File: src/sv/fbde_pkg.sv
`timescale 1ns / 1ps

package fbde_pkg;

    // Largest area extent that a command may ask for.
    localparam int MAX_DIM = 2048;
    localparam int PIXEL_BITS_DEFAULT = 16;

    localparam int DIM_W = 12;
    localparam int POS_W = 11;
    localparam int COORD_W = 14;
    localparam int ADDR_W = 22;
    localparam int REG_INDEX_W = 3;

    localparam logic [DIM_W:0] MAX_DIM_C = (DIM_W + 1)'(MAX_DIM);

    localparam logic ACTION_LOAD = 1'b0;
    localparam logic ACTION_STEP = 1'b1;

    localparam logic [REG_INDEX_W-1:0] REG_NORMAL_WIDTH    = 3'd0;
    localparam logic [REG_INDEX_W-1:0] REG_NORMAL_HEIGHT   = 3'd1;
    localparam logic [REG_INDEX_W-1:0] REG_ROTATED_WIDTH   = 3'd2;
    localparam logic [REG_INDEX_W-1:0] REG_ROTATED_HEIGHT  = 3'd3;
    localparam logic [REG_INDEX_W-1:0] REG_TRANSPARENT_KEY = 3'd4;

    localparam logic [DIM_W-1:0] NORMAL_WIDTH_RST   = 12'd800;
    localparam logic [DIM_W-1:0] NORMAL_HEIGHT_RST  = 12'd480;
    localparam logic [DIM_W-1:0] ROTATED_WIDTH_RST  = 12'd480;
    localparam logic [DIM_W-1:0] ROTATED_HEIGHT_RST = 12'd800;

    typedef enum logic [2:0] {
        OP_FILL     = 3'd0,
        OP_MESH     = 3'd1,
        OP_ROW_LINE = 3'd2,
        OP_COL_LINE = 3'd3,
        OP_BLIT     = 3'd4
    } op_t;

    typedef struct packed {
        logic [DIM_W-1:0] outer;
        logic [DIM_W-1:0] inner;
    } limits_t;

    // Control and coordinates of one write between the two pipeline stages.
    typedef struct packed {
        logic               write_enable;
        logic               last;
        logic               rejected;
        logic               rotated;
        logic [COORD_W-1:0] row;
        logic [COORD_W-1:0] col;
    } stage_t;

    function automatic limits_t area_limits(op_t op, logic rot,
                                            logic [DIM_W-1:0] w,
                                            logic [DIM_W-1:0] h);
        limits_t lim;
        lim.outer = h;
        lim.inner = w;
        case (op)
            OP_FILL: begin
                lim.outer = rot ? w : h;
                lim.inner = rot ? h : w;
            end
            OP_MESH: begin
                lim.outer = h;
                lim.inner = w >> 1;
            end
            OP_ROW_LINE, OP_COL_LINE: begin
                lim.outer = w;
                lim.inner = h;
            end
            default: begin
                lim.outer = h;
                lim.inner = w;
            end
        endcase
        return lim;
    endfunction

endpackage

File: src/sv/framebuffer_draw_engine.sv
`timescale 1ns / 1ps

// Channel   Direction  Handshake           Item
// s_        in         s_valid / s_ready   load command or one pixel step
// m_        out        m_valid / m_ready   one pixel write or one rejection
// cfg_      in         cfg_wr_en           register write, no wait
//
// Two stages: the first advances the command counters and forms the pixel
// coordinates, the second does the one address multiply and add.
// An item can be accepted every cycle unless the output stalls the stages.
// A stalled m_ready holds both stages, and s_ready drops once they are full.
// Reset is synchronous on aresetn and returns the engine to idle.

module framebuffer_draw_engine #(
    parameter int PIXEL_BITS = fbde_pkg::PIXEL_BITS_DEFAULT
) (
    input  logic                                aclk,
    input  logic                                aresetn,

    input  logic                                cfg_wr_en,
    input  logic [fbde_pkg::REG_INDEX_W-1:0]    cfg_index,
    input  logic [((PIXEL_BITS > fbde_pkg::DIM_W) ? PIXEL_BITS
                   : fbde_pkg::DIM_W)-1:0]      cfg_wr_data,

    input  logic                                s_valid,
    output logic                                s_ready,
    input  logic                                s_action,
    input  logic [2:0]                          s_operation,
    input  logic                                s_rotated,
    input  logic [fbde_pkg::POS_W-1:0]          s_pos_x,
    input  logic [fbde_pkg::POS_W-1:0]          s_pos_y,
    input  logic [fbde_pkg::DIM_W-1:0]          s_extent_w,
    input  logic [fbde_pkg::DIM_W-1:0]          s_extent_h,
    input  logic [PIXEL_BITS-1:0]               s_pixel_value,

    output logic                                m_valid,
    input  logic                                m_ready,
    output logic                                m_write_enable,
    output logic [fbde_pkg::ADDR_W-1:0]         m_write_address,
    output logic [PIXEL_BITS-1:0]               m_write_pixel,
    output logic                                m_last,
    output logic                                m_rejected
);

    localparam int DW = fbde_pkg::DIM_W;
    localparam int CW = fbde_pkg::COORD_W;
    localparam int AW = fbde_pkg::ADDR_W;

    // Configuration registers.
    logic [DW-1:0]         normal_width_reg, normal_height_reg;
    logic [DW-1:0]         rotated_width_reg, rotated_height_reg;
    logic [PIXEL_BITS-1:0] transparent_key_reg;

    // Command state.
    logic                  busy_reg, busy_next;
    fbde_pkg::op_t         op_code_reg, op_code_next;
    logic                  rotated_mode_reg, rotated_mode_next;
    logic [fbde_pkg::POS_W-1:0] origin_col_reg, origin_col_next;
    logic [fbde_pkg::POS_W-1:0] origin_row_reg, origin_row_next;
    logic [DW-1:0]         area_width_reg, area_width_next;
    logic [DW-1:0]         area_height_reg, area_height_next;
    logic [PIXEL_BITS-1:0] fill_colour_reg, fill_colour_next;
    logic [DW-1:0]         outer_count_reg, outer_count_next;
    logic [DW-1:0]         inner_count_reg, inner_count_next;
    logic                  mesh_phase_reg, mesh_phase_next;

    // Pipeline registers.
    logic                  s1_valid_reg;
    fbde_pkg::stage_t      s1_reg;
    logic [PIXEL_BITS-1:0] s1_pixel_reg;
    logic                  m_valid_reg;
    logic                  m_write_enable_reg, m_last_reg, m_rejected_reg;
    logic [AW-1:0]         m_write_address_reg;
    logic [PIXEL_BITS-1:0] m_write_pixel_reg;

    logic                  s_fire, out_ready;
    logic                  res_valid;
    fbde_pkg::stage_t      res;
    logic [PIXEL_BITS-1:0] res_pixel;
    fbde_pkg::limits_t     cur_lim, new_lim;
    logic                  bad;
    logic [DW-1:0]         inner_inc, outer_inc;

    logic [CW-1:0]         mul_a;
    logic [DW-1:0]         mul_b;
    logic [CW+DW-1:0]      product;
    logic [AW-1:0]         offset, address;

    assign out_ready = !m_valid_reg || m_ready;
    assign s_ready   = !s1_valid_reg || out_ready;
    assign s_fire    = s_valid && s_ready;

    assign cur_lim = fbde_pkg::area_limits(op_code_reg, rotated_mode_reg,
                                           area_width_reg, area_height_reg);
    assign new_lim = fbde_pkg::area_limits(fbde_pkg::op_t'(s_operation), s_rotated,
                                           s_extent_w, s_extent_h);
    assign inner_inc = inner_count_reg + 1'b1;
    assign outer_inc = outer_count_reg + 1'b1;

    always_comb begin
        busy_next         = busy_reg;
        op_code_next      = op_code_reg;
        rotated_mode_next = rotated_mode_reg;
        origin_col_next   = origin_col_reg;
        origin_row_next   = origin_row_reg;
        area_width_next   = area_width_reg;
        area_height_next  = area_height_reg;
        fill_colour_next  = fill_colour_reg;
        outer_count_next  = outer_count_reg;
        inner_count_next  = inner_count_reg;
        mesh_phase_next   = mesh_phase_reg;
        res_valid         = 1'b0;
        res               = '0;
        res_pixel         = '0;
        bad               = 1'b0;

        if (s_fire) begin
            if (s_action == fbde_pkg::ACTION_LOAD) begin
                bad = (s_operation > fbde_pkg::OP_BLIT)
                    || ({1'b0, s_extent_w} > fbde_pkg::MAX_DIM_C)
                    || ({1'b0, s_extent_h} > fbde_pkg::MAX_DIM_C);
                // Only the area operations are checked against the buffer.
                if (!bad && (s_operation == fbde_pkg::OP_FILL
                          || s_operation == fbde_pkg::OP_MESH
                          || s_operation == fbde_pkg::OP_BLIT)) begin
                    if (s_rotated) begin
                        bad = (s_extent_w > rotated_height_reg)
                           || (s_extent_h > rotated_width_reg);
                    end else begin
                        bad = (s_extent_w > normal_width_reg)
                           || (s_extent_h > normal_height_reg);
                    end
                end
                busy_next = 1'b0;
                if (bad) begin
                    res_valid    = 1'b1;
                    res.rejected = 1'b1;
                end else begin
                    op_code_next      = fbde_pkg::op_t'(s_operation);
                    rotated_mode_next = s_rotated;
                    origin_col_next   = s_pos_x;
                    origin_row_next   = s_pos_y;
                    area_width_next   = s_extent_w;
                    area_height_next  = s_extent_h;
                    fill_colour_next  = s_pixel_value;
                    outer_count_next  = '0;
                    inner_count_next  = '0;
                    mesh_phase_next   = 1'b0;
                    busy_next = (new_lim.outer != '0) && (new_lim.inner != '0);
                end
            end else if (busy_reg) begin
                res_valid   = 1'b1;
                res.rotated = rotated_mode_reg;
                if (op_code_reg == fbde_pkg::OP_COL_LINE
                    || (op_code_reg == fbde_pkg::OP_FILL && rotated_mode_reg)) begin
                    res.col = CW'(origin_col_reg) + CW'(outer_count_reg);
                    res.row = CW'(origin_row_reg) + CW'(inner_count_reg);
                end else if (op_code_reg == fbde_pkg::OP_MESH) begin
                    res.row = CW'(origin_row_reg) + CW'(outer_count_reg);
                    res.col = CW'(origin_col_reg) + CW'(mesh_phase_reg)
                            + {1'b0, inner_count_reg, 1'b0};
                end else begin
                    res.row = CW'(origin_row_reg) + CW'(outer_count_reg);
                    res.col = CW'(origin_col_reg) + CW'(inner_count_reg);
                end

                if (op_code_reg == fbde_pkg::OP_BLIT) begin
                    res_pixel        = s_pixel_value;
                    res.write_enable = (s_pixel_value != transparent_key_reg);
                end else begin
                    res_pixel        = fill_colour_reg;
                    res.write_enable = 1'b1;
                end

                inner_count_next = inner_inc;
                if (inner_inc >= cur_lim.inner) begin
                    inner_count_next = '0;
                    outer_count_next = outer_inc;
                    mesh_phase_next  = !mesh_phase_reg;
                    if (outer_inc >= cur_lim.outer) begin
                        busy_next = 1'b0;
                        res.last  = 1'b1;
                    end
                end
            end
        end
    end

    // Second stage: one multiply and one add of an offset form the framebuffer address.
    always_comb begin
        if (s1_reg.rotated) begin
            mul_a  = s1_reg.col;
            mul_b  = rotated_width_reg;
            offset = AW'(rotated_width_reg) - AW'(1) - AW'(s1_reg.row);
        end else begin
            mul_a  = s1_reg.row;
            mul_b  = normal_width_reg;
            offset = AW'(s1_reg.col);
        end
        product = mul_a * mul_b;
        address = product[AW-1:0] + offset;
    end

    always_ff @(posedge aclk) begin
        if (!aresetn) begin
            normal_width_reg    <= fbde_pkg::NORMAL_WIDTH_RST;
            normal_height_reg   <= fbde_pkg::NORMAL_HEIGHT_RST;
            rotated_width_reg   <= fbde_pkg::ROTATED_WIDTH_RST;
            rotated_height_reg  <= fbde_pkg::ROTATED_HEIGHT_RST;
            transparent_key_reg <= '0;
        end else if (cfg_wr_en) begin
            case (cfg_index)
                fbde_pkg::REG_NORMAL_WIDTH:    normal_width_reg   <= cfg_wr_data[DW-1:0];
                fbde_pkg::REG_NORMAL_HEIGHT:   normal_height_reg  <= cfg_wr_data[DW-1:0];
                fbde_pkg::REG_ROTATED_WIDTH:   rotated_width_reg  <= cfg_wr_data[DW-1:0];
                fbde_pkg::REG_ROTATED_HEIGHT:  rotated_height_reg <= cfg_wr_data[DW-1:0];
                fbde_pkg::REG_TRANSPARENT_KEY: begin
                    transparent_key_reg <= cfg_wr_data[PIXEL_BITS-1:0];
                end
                default: begin
                end
            endcase
        end
    end

    always_ff @(posedge aclk) begin
        if (!aresetn) begin
            busy_reg         <= 1'b0;
            op_code_reg      <= fbde_pkg::OP_FILL;
            rotated_mode_reg <= 1'b0;
            origin_col_reg   <= '0;
            origin_row_reg   <= '0;
            area_width_reg   <= '0;
            area_height_reg  <= '0;
            fill_colour_reg  <= '0;
            outer_count_reg  <= '0;
            inner_count_reg  <= '0;
            mesh_phase_reg   <= 1'b0;
            s1_valid_reg     <= 1'b0;
            m_valid_reg      <= 1'b0;
        end else begin
            busy_reg         <= busy_next;
            op_code_reg      <= op_code_next;
            rotated_mode_reg <= rotated_mode_next;
            origin_col_reg   <= origin_col_next;
            origin_row_reg   <= origin_row_next;
            area_width_reg   <= area_width_next;
            area_height_reg  <= area_height_next;
            fill_colour_reg  <= fill_colour_next;
            outer_count_reg  <= outer_count_next;
            inner_count_reg  <= inner_count_next;
            mesh_phase_reg   <= mesh_phase_next;
            if (s_ready) begin
                s1_valid_reg <= s_fire && res_valid;
            end
            if (out_ready) begin
                m_valid_reg <= s1_valid_reg;
            end
        end
    end

    always_ff @(posedge aclk) begin
        if (s_ready) begin
            s1_reg       <= res;
            s1_pixel_reg <= res_pixel;
        end
        if (out_ready) begin
            m_write_enable_reg  <= s1_reg.write_enable;
            m_last_reg          <= s1_reg.last;
            m_rejected_reg      <= s1_reg.rejected;
            m_write_address_reg <= s1_reg.rejected ? '0 : address;
            m_write_pixel_reg   <= s1_pixel_reg;
        end
    end

    assign m_valid         = m_valid_reg;
    assign m_write_enable  = m_write_enable_reg;
    assign m_write_address = m_write_address_reg;
    assign m_write_pixel   = m_write_pixel_reg;
    assign m_last          = m_last_reg;
    assign m_rejected      = m_rejected_reg;

    // A rejection never carries a write.
    assert property (@(posedge aclk) disable iff (!aresetn)
        m_valid && m_rejected |-> !m_write_enable && !m_last && m_write_address == '0)
        else $error("rejection result carries a write");

    // While a command runs, both counters stay inside its area.
    assert property (@(posedge aclk) disable iff (!aresetn)
        busy_reg |-> inner_count_reg < cur_lim.inner && outer_count_reg < cur_lim.outer)
        else $error("command counter beyond its limit");

    // A step that arrives while idle yields no result.
    assert property (@(posedge aclk) disable iff (!aresetn)
        s_fire && s_action == fbde_pkg::ACTION_STEP && !busy_reg |=> !s1_valid_reg)
        else $error("step while idle produced a result");

    // The final write of a command leaves the engine idle.
    assert property (@(posedge aclk) disable iff (!aresetn)
        s_fire && res_valid && res.last |=> !busy_reg)
        else $error("engine still busy after its last write");

    // A held result stage keeps its item until the output takes it.
    assert property (@(posedge aclk) disable iff (!aresetn)
        s1_valid_reg && !out_ready |=> s1_valid_reg && $stable(s1_reg))
        else $error("stalled item lost between stages");

endmodule
File: config.mk
export PLATFORM = sky130hd
export DESIGN_NAME = framebuffer_draw_engine
export DESIGN_NICKNAME = d
export VERILOG_FILES = /design/src/sv/fbde_pkg.sv /design/src/sv/framebuffer_draw_engine.sv
export SDC_FILE = /design/constraint.sdc
export NUM_CORES = 1
export LEC_CHECK = 0
export BUFFER_PORTS_ARGS = -buffer_cell sky130_fd_sc_hd__buf_2
export CORE_ASPECT_RATIO = 1.25
export CORE_MARGIN = 5
export CORE_UTILIZATION = 50
export CTS_BUF_LIST = sky130_fd_sc_hd__clkbuf_4
export CTS_CLUSTER_DIAMETER = 80
export DETAILED_ROUTE_END_ITERATION = 8
export GPL_TIMING_DRIVEN = 0
export PLACE_DENSITY = 0.68
export SLEW_MARGIN = 20
export SYNTH_ARGS = -nofsm -noshare
export SYNTH_HDL_FRONTEND = slang
export SYNTH_SLANG_ARGS = --single-unit
File: constraint.sdc
create_clock -name aclk -period 8.7 [get_ports aclk]
set_input_delay 1.74 -clock aclk [delete_from_list [all_inputs] [get_ports aclk]]
set_output_delay 1.74 -clock aclk [all_outputs]
set_load 0.02 [all_outputs]
==> Word level (Yosys, flattened, before mapping) <==
Cells that the tools add are included.
{ "word_totals": {"reg_bits": 247, "input_bits": 91, "output_inout_bits": 43, "word_cells": 144} }
{ "classes": {"n_addsub": 11, "n_mul": 1, "order_cmp": 9, "eq_ne": 16, "mux": 38, "bitwise_logic": 3, "n_reduce_logical": 36} }
{ "ops": {"columns": ["cell", "n"], "rows": [
  ["$mux W12", 12],
  ["$pmux W24 S3", 2],
  ["$add A11 B12 Y13", 4],
  ["$gt A12 B12 Y1", 4],
  ["$mux W14", 2],
  ["$mux W27", 1],
  ["$add A12 B1 Y12 const B", 2],
  ["$ge A12 B12 Y1", 2],
  ["$gt A12 B12 Y1 const B", 2],
  ["$reduce_bool A12 Y1", 2],
  ["$add A22 B22 Y22", 1],
  ["$mul A14 B12 Y22", 1],
  ["$mux W22", 1],
  ["$mux W1", 19],
  ["$eq A3 B2 Y1 const B", 6],
  ["$mux W16", 1],
  ["$ne A16 B16 Y1", 1],
  ["$sub A13 B15 Y16", 1],
  ["$add A12 B13 Y14", 1],
  ["$sub A12 B1 Y13 const B", 1],
  ["$add A11 B1 Y12", 1],
  ["$reduce_and A2 Y1", 5],
  ["$eq A3 B1 Y1 const B", 3],
  ["$eq A3 B3 Y1 const B", 3],
  ["11 further kinds", 36]
]} }

==> Depth between registers and ports, before layout <==
{ "depth": {"word_depth": 12, "depth_mapped": 31, "ltp_nobuf": 31} }

==> Worst setup path after synthesis <==
OpenSTA, ideal clock, no wires.
{ "synth_path": {"path_kind": "reg-to-reg", "from": "register rotated_width_reg[0]", "to": "register m_write_address_reg[20], in the netlist m_write_address[20] (data pin)", "setup_time_ns": 0.266, "arrival_time_ns": 6.619, "required_time_ns": 8.434, "slack_ns": 1.815, "path_stages_with_launch": 32, "path_buffers": 0, "period_less_slack_ns": 6.885, "path_cell_list": "dfxtp_1 -> inv_1 -> ha_1 -> xor2_1 -> ha_1 -> nor2b_1 -> o21ai_0 -> a21boi_0 -> o21ai_0 -> a21boi_0 -> o21ai_0 -> nand2_1 -> xor2_1 -> mux2_2 -> fa_1 -> inv_1 -> fa_1 -> inv_1 -> fa_1 -> inv_1 -> fa_1 -> inv_1 -> ha_1 -> and4_1 -> o2bb2ai_1 -> a31oi_1 -> a311oi_1 -> a211oi_1 -> or3_1 -> o21ai_1 -> xnor2_1 -> nor2_1"} }
{ "synth_between": {"elab_chain_len": 4, "word_cells_on_any_way": 6, "cone_classes": "add/sub: 3; mul: 1; mux: 2"} }
{ "synth_lines": {"columns": ["element", "line", "source"], "rows": [
  ["from (decl)", "framebuffer_draw_engine.sv:51", "logic [DW-1:0] rotated_width_reg, rotated_height_reg;"],
  ["from (signal assigned)", "framebuffer_draw_engine.sv:208", "rotated_width_reg <= fbde_pkg::ROTATED_WIDTH_RST;"],
  ["from (signal assigned)", "framebuffer_draw_engine.sv:215", "fbde_pkg::REG_ROTATED_WIDTH: rotated_width_reg <= cfg_wr_data[DW-1:0];"],
  ["parallel branches: the longest is 3 deep, another holds $mul A14 B12 Y22", null, null],
  ["$add A22 B22 Y22 *", "framebuffer_draw_engine.sv:201", "address = product[AW-1:0] + offset;"],
  ["to (signal assigned)", "framebuffer_draw_engine.sv:271", "m_write_address_reg <= s1_reg.rejected ? '0 : address;"],
  ["to (decl)", "framebuffer_draw_engine.sv:73", "logic [AW-1:0] m_write_address_reg;"]
]} }
Every way passes the cells marked *.
A chain may end at the register's enable or synchronous reset.

==> Worst setup path in the final report <==
{ "layout_path": {"from": "register rotated_width_reg[0]", "to": "register m_write_address_reg[21], in the netlist m_write_address[21] (data pin)"} }
Same word-level chain as after synthesis.

==> run metrics <==
Synth async-reset ratio=0%; YS warnings=0; Slew Limit Headroom=29.0%; PD cells=112 nW/um^2; number of cell rows=roughly 80; I/O Buffers=131; CTS clk-pin slew, worst paths=approximately 70 ps; area growth from synthesis to layout=11.1%; max-cap viol count=0; Detailed Place HPWL=~50 mm; worst vdd ir=roughly 0.14 mV; Fmax=122 MHz; cts bufs inserted=a little under 70; Yosys cell types=64; total number of vias=17300; hold_sp=s1_pixel_reg[13]$_SDFFCE_PN0N_; NumNets Final=2925; CP Max Fanout=8; cell count after synthesis=2307; Synth Area in Simple Gates=~18%; hold endpoint=m_write_pixel[13]$_DFFE_PP_; # DRC=0; Most used DFF post-synth=dfxtp_1; status=completed; commonest cells after routing, fill and taps aside=367 x nand2_1, 248 x inv_1, 183 x ha_1; global-route wire length before repair=94.7 mm; drt initial violations=just under 1000; CTS sink count=roughly 250; Chip Height=~240 um; pin count of the biggest net entering global routing=52; Final Hold Fails=0; Crit. End Element=flip-flop; Clock Latency Late Sink=800 ps; Fillers=3752; WL final=60.3 mm; Starting Density=between 50% and 60%; fin util=approximately 56%; routability congestion estimate=0.966; Slew Viols, Final=0; vias in the first global route=17800; share of layout cells above drive strength 1=10.6%; RSZ-0062 raised after global routing=false; die width=191 um; htree depth=3; Syn Nets=2721; CTS tree=built; FF-to-FF path depth=28; vias per cell=around 5.6; setup TNS=0 ps; Data arrival, critical path=8750 ps; max reg flops=31; hold path cells=0; register area share after synthesis=28.4%; wire length per cell=around 19 um; mean post-synth cell area=8.86 um^2; mux share of post-synthesis cell area=4.90%; HP Class=flip-flop to flip-flop; Req. time, crit path=9250 ps; Setup WS pre-CTS=420 ps; slowest library cell on the worst path=dfxtp_1; Overflow after GRT=0; Root Buffer=clkbuf_4; final setup vio count=0; critical path type=flip-flop to flip-flop; gr usage total=26.8%; synthesized-area fraction occupied by adder cells=24.9%; WHS=roughly 420 ps; compound-gate portion of the synthesized area=13.3%; RR Endpoint=m_write_address[21]$_SDFFCE_PP0P_; cell mode on critical path=fa_1; Setup crit start kind=flip-flop; clk_skew=68.5 ps; Post-CTS Setup Bufs=0; flops & latches, synth=246; CP Launch Point=rotated_width_reg[0]$_SDFFE_PN0P_; xor and xnor area share after synthesis=4.37%; Slew @ Worst Pin=1060 ps; Period minus WS final=8200 ps; flop-to-flop setup slack=500 ps; EDFF count, synth=88; commonest non-fill, non-tap cell in the layout=nand2_1; setup ws final=497 ps; crit share post-route=a little over nine tenths; FF-to-FF Start=rotated_width_reg[0]$_SDFFE_PN0P_; largest family of logic cells by synthesized area=adder cells; Pre-antenna DRT Iters=5; leak pwr=0.0102 uW; synthesized cell area=about 20000 um^2; CP peak stage delay=670 ps; Routed Antenna Nets=0; hold buffers post-CTS=0; IO Pins=134; die area=45100 um^2; initial antenna violation count=2; CTS max path bufs=3; core footprint=40300 um^2
==> layout make-up <==
cell class / instances / area (um^2) / area share, %
Clock inverter: 23 / 126 / 0.557
Antenna cell: 3 / 7.51 / 0.0331
Clock buffer: 98 / 736 / 3.24
Tap cell: 546 / 683 / 3.01
Timing Repair Buffer: 133 / 683 / 3.01
Inverter: 250 / 938 / 4.13
Multi-Input combinational cell: 1717 / 13300 / 58.8
Sequential cell: 246 / 5810 / 25.6
Buffer: 94 / 374 / 1.65
==> cells in the mapped netlist (all sizes together) (76+ instances only) <==
cell type / count / share of area (%)
mux2i: 91 / 4.5
nor2b: 87 / 2.7
fa: 140 / 14
nand2: 368 / 6.8
dfxtp: 158 / 15
ha: 183 / 11
clkbuf: 77 / 1.4
inv: 249 / 4.6
nor2: 132 / 2.4
o21ai: 76 / 1.9
edfxtp: 88 / 13
==> layer usage <==
layer / part of all wire [%] / vias up / GRT usage (%)
li1: - / 8273 / -
met1: 39 / 8305 / 31.6
met2: 50 / 585 / 46.8
met3: 5.9 / 152 / 4.73
met4: 4.7 / 0 / 12.9
met5: 0 / - / 0
==> critical path: cells and delay by family, from the launching register on <==
kind / cells / cell delay (ps)
adders and majority gates: 7 / 3020
AOI/OAI and AO/OA: 11 / 2850
DFF: 1 / 670
xor gates and xnor gates: 3 / 470
and+or+nand+nor: 3 / 440
muxes: 1 / 300
buffers and inverters: 3 / 220
==> how the worst max path moves through the flow <==
stage	to	slack, ps	cells after the start
detailed placement	m_write_address[20]$_SDFFCE_PP0P_	420	31
floorplan	m_write_address[20]$_SDFFCE_PP0P_	1820	31
CTS	m_write_address[20]$_SDFFCE_PP0P_	470	31
finish	m_write_address[21]$_SDFFCE_PP0P_	500	28
global route	m_write_address[20]$_SDFFCE_PP0P_	90	31
global placement	m_write_address[20]$_SDFFCE_PP0P_	530	31
==> report_power, final <==
group	total (uW)	switching, uW	internal, uW
clock	1070	522	549
sequential	1220	12.4	1200
combinational	247	156	90.4
total	2530	690	1840
==> cell families (layout without fill, tap and decap cells) <==
logic type               Yosys count  count (layout)
multiplexers                      99              99
other                              0               3
buffers and inverters            344             598
AO/OA/AOI/OAI                    404             404
XOR/XNOR                         102             102
adder cells (fa/ha/maj)          323             323
AND/OR/NAND/NOR                  789             789
flip-flops                       246             246
==> metrics by stage <==
stage                     total power, uW  instances  area (um^2)
after floorplan                      1380       2307        20400
after global placement               1480       2984        21800
after detailed placement             1480       2986        21800
after CTS                            2560       3107        22700
after global routing                 2650       3110        22700
final                                2530       3110        22700
==> repair_timing <==
item,CTS,global route
endpoints found under the setup margin,0,1
resized for setup,0,1
hold endpoints to repair,0,0
Note: power is estimated with default switching activity, not from simulation.
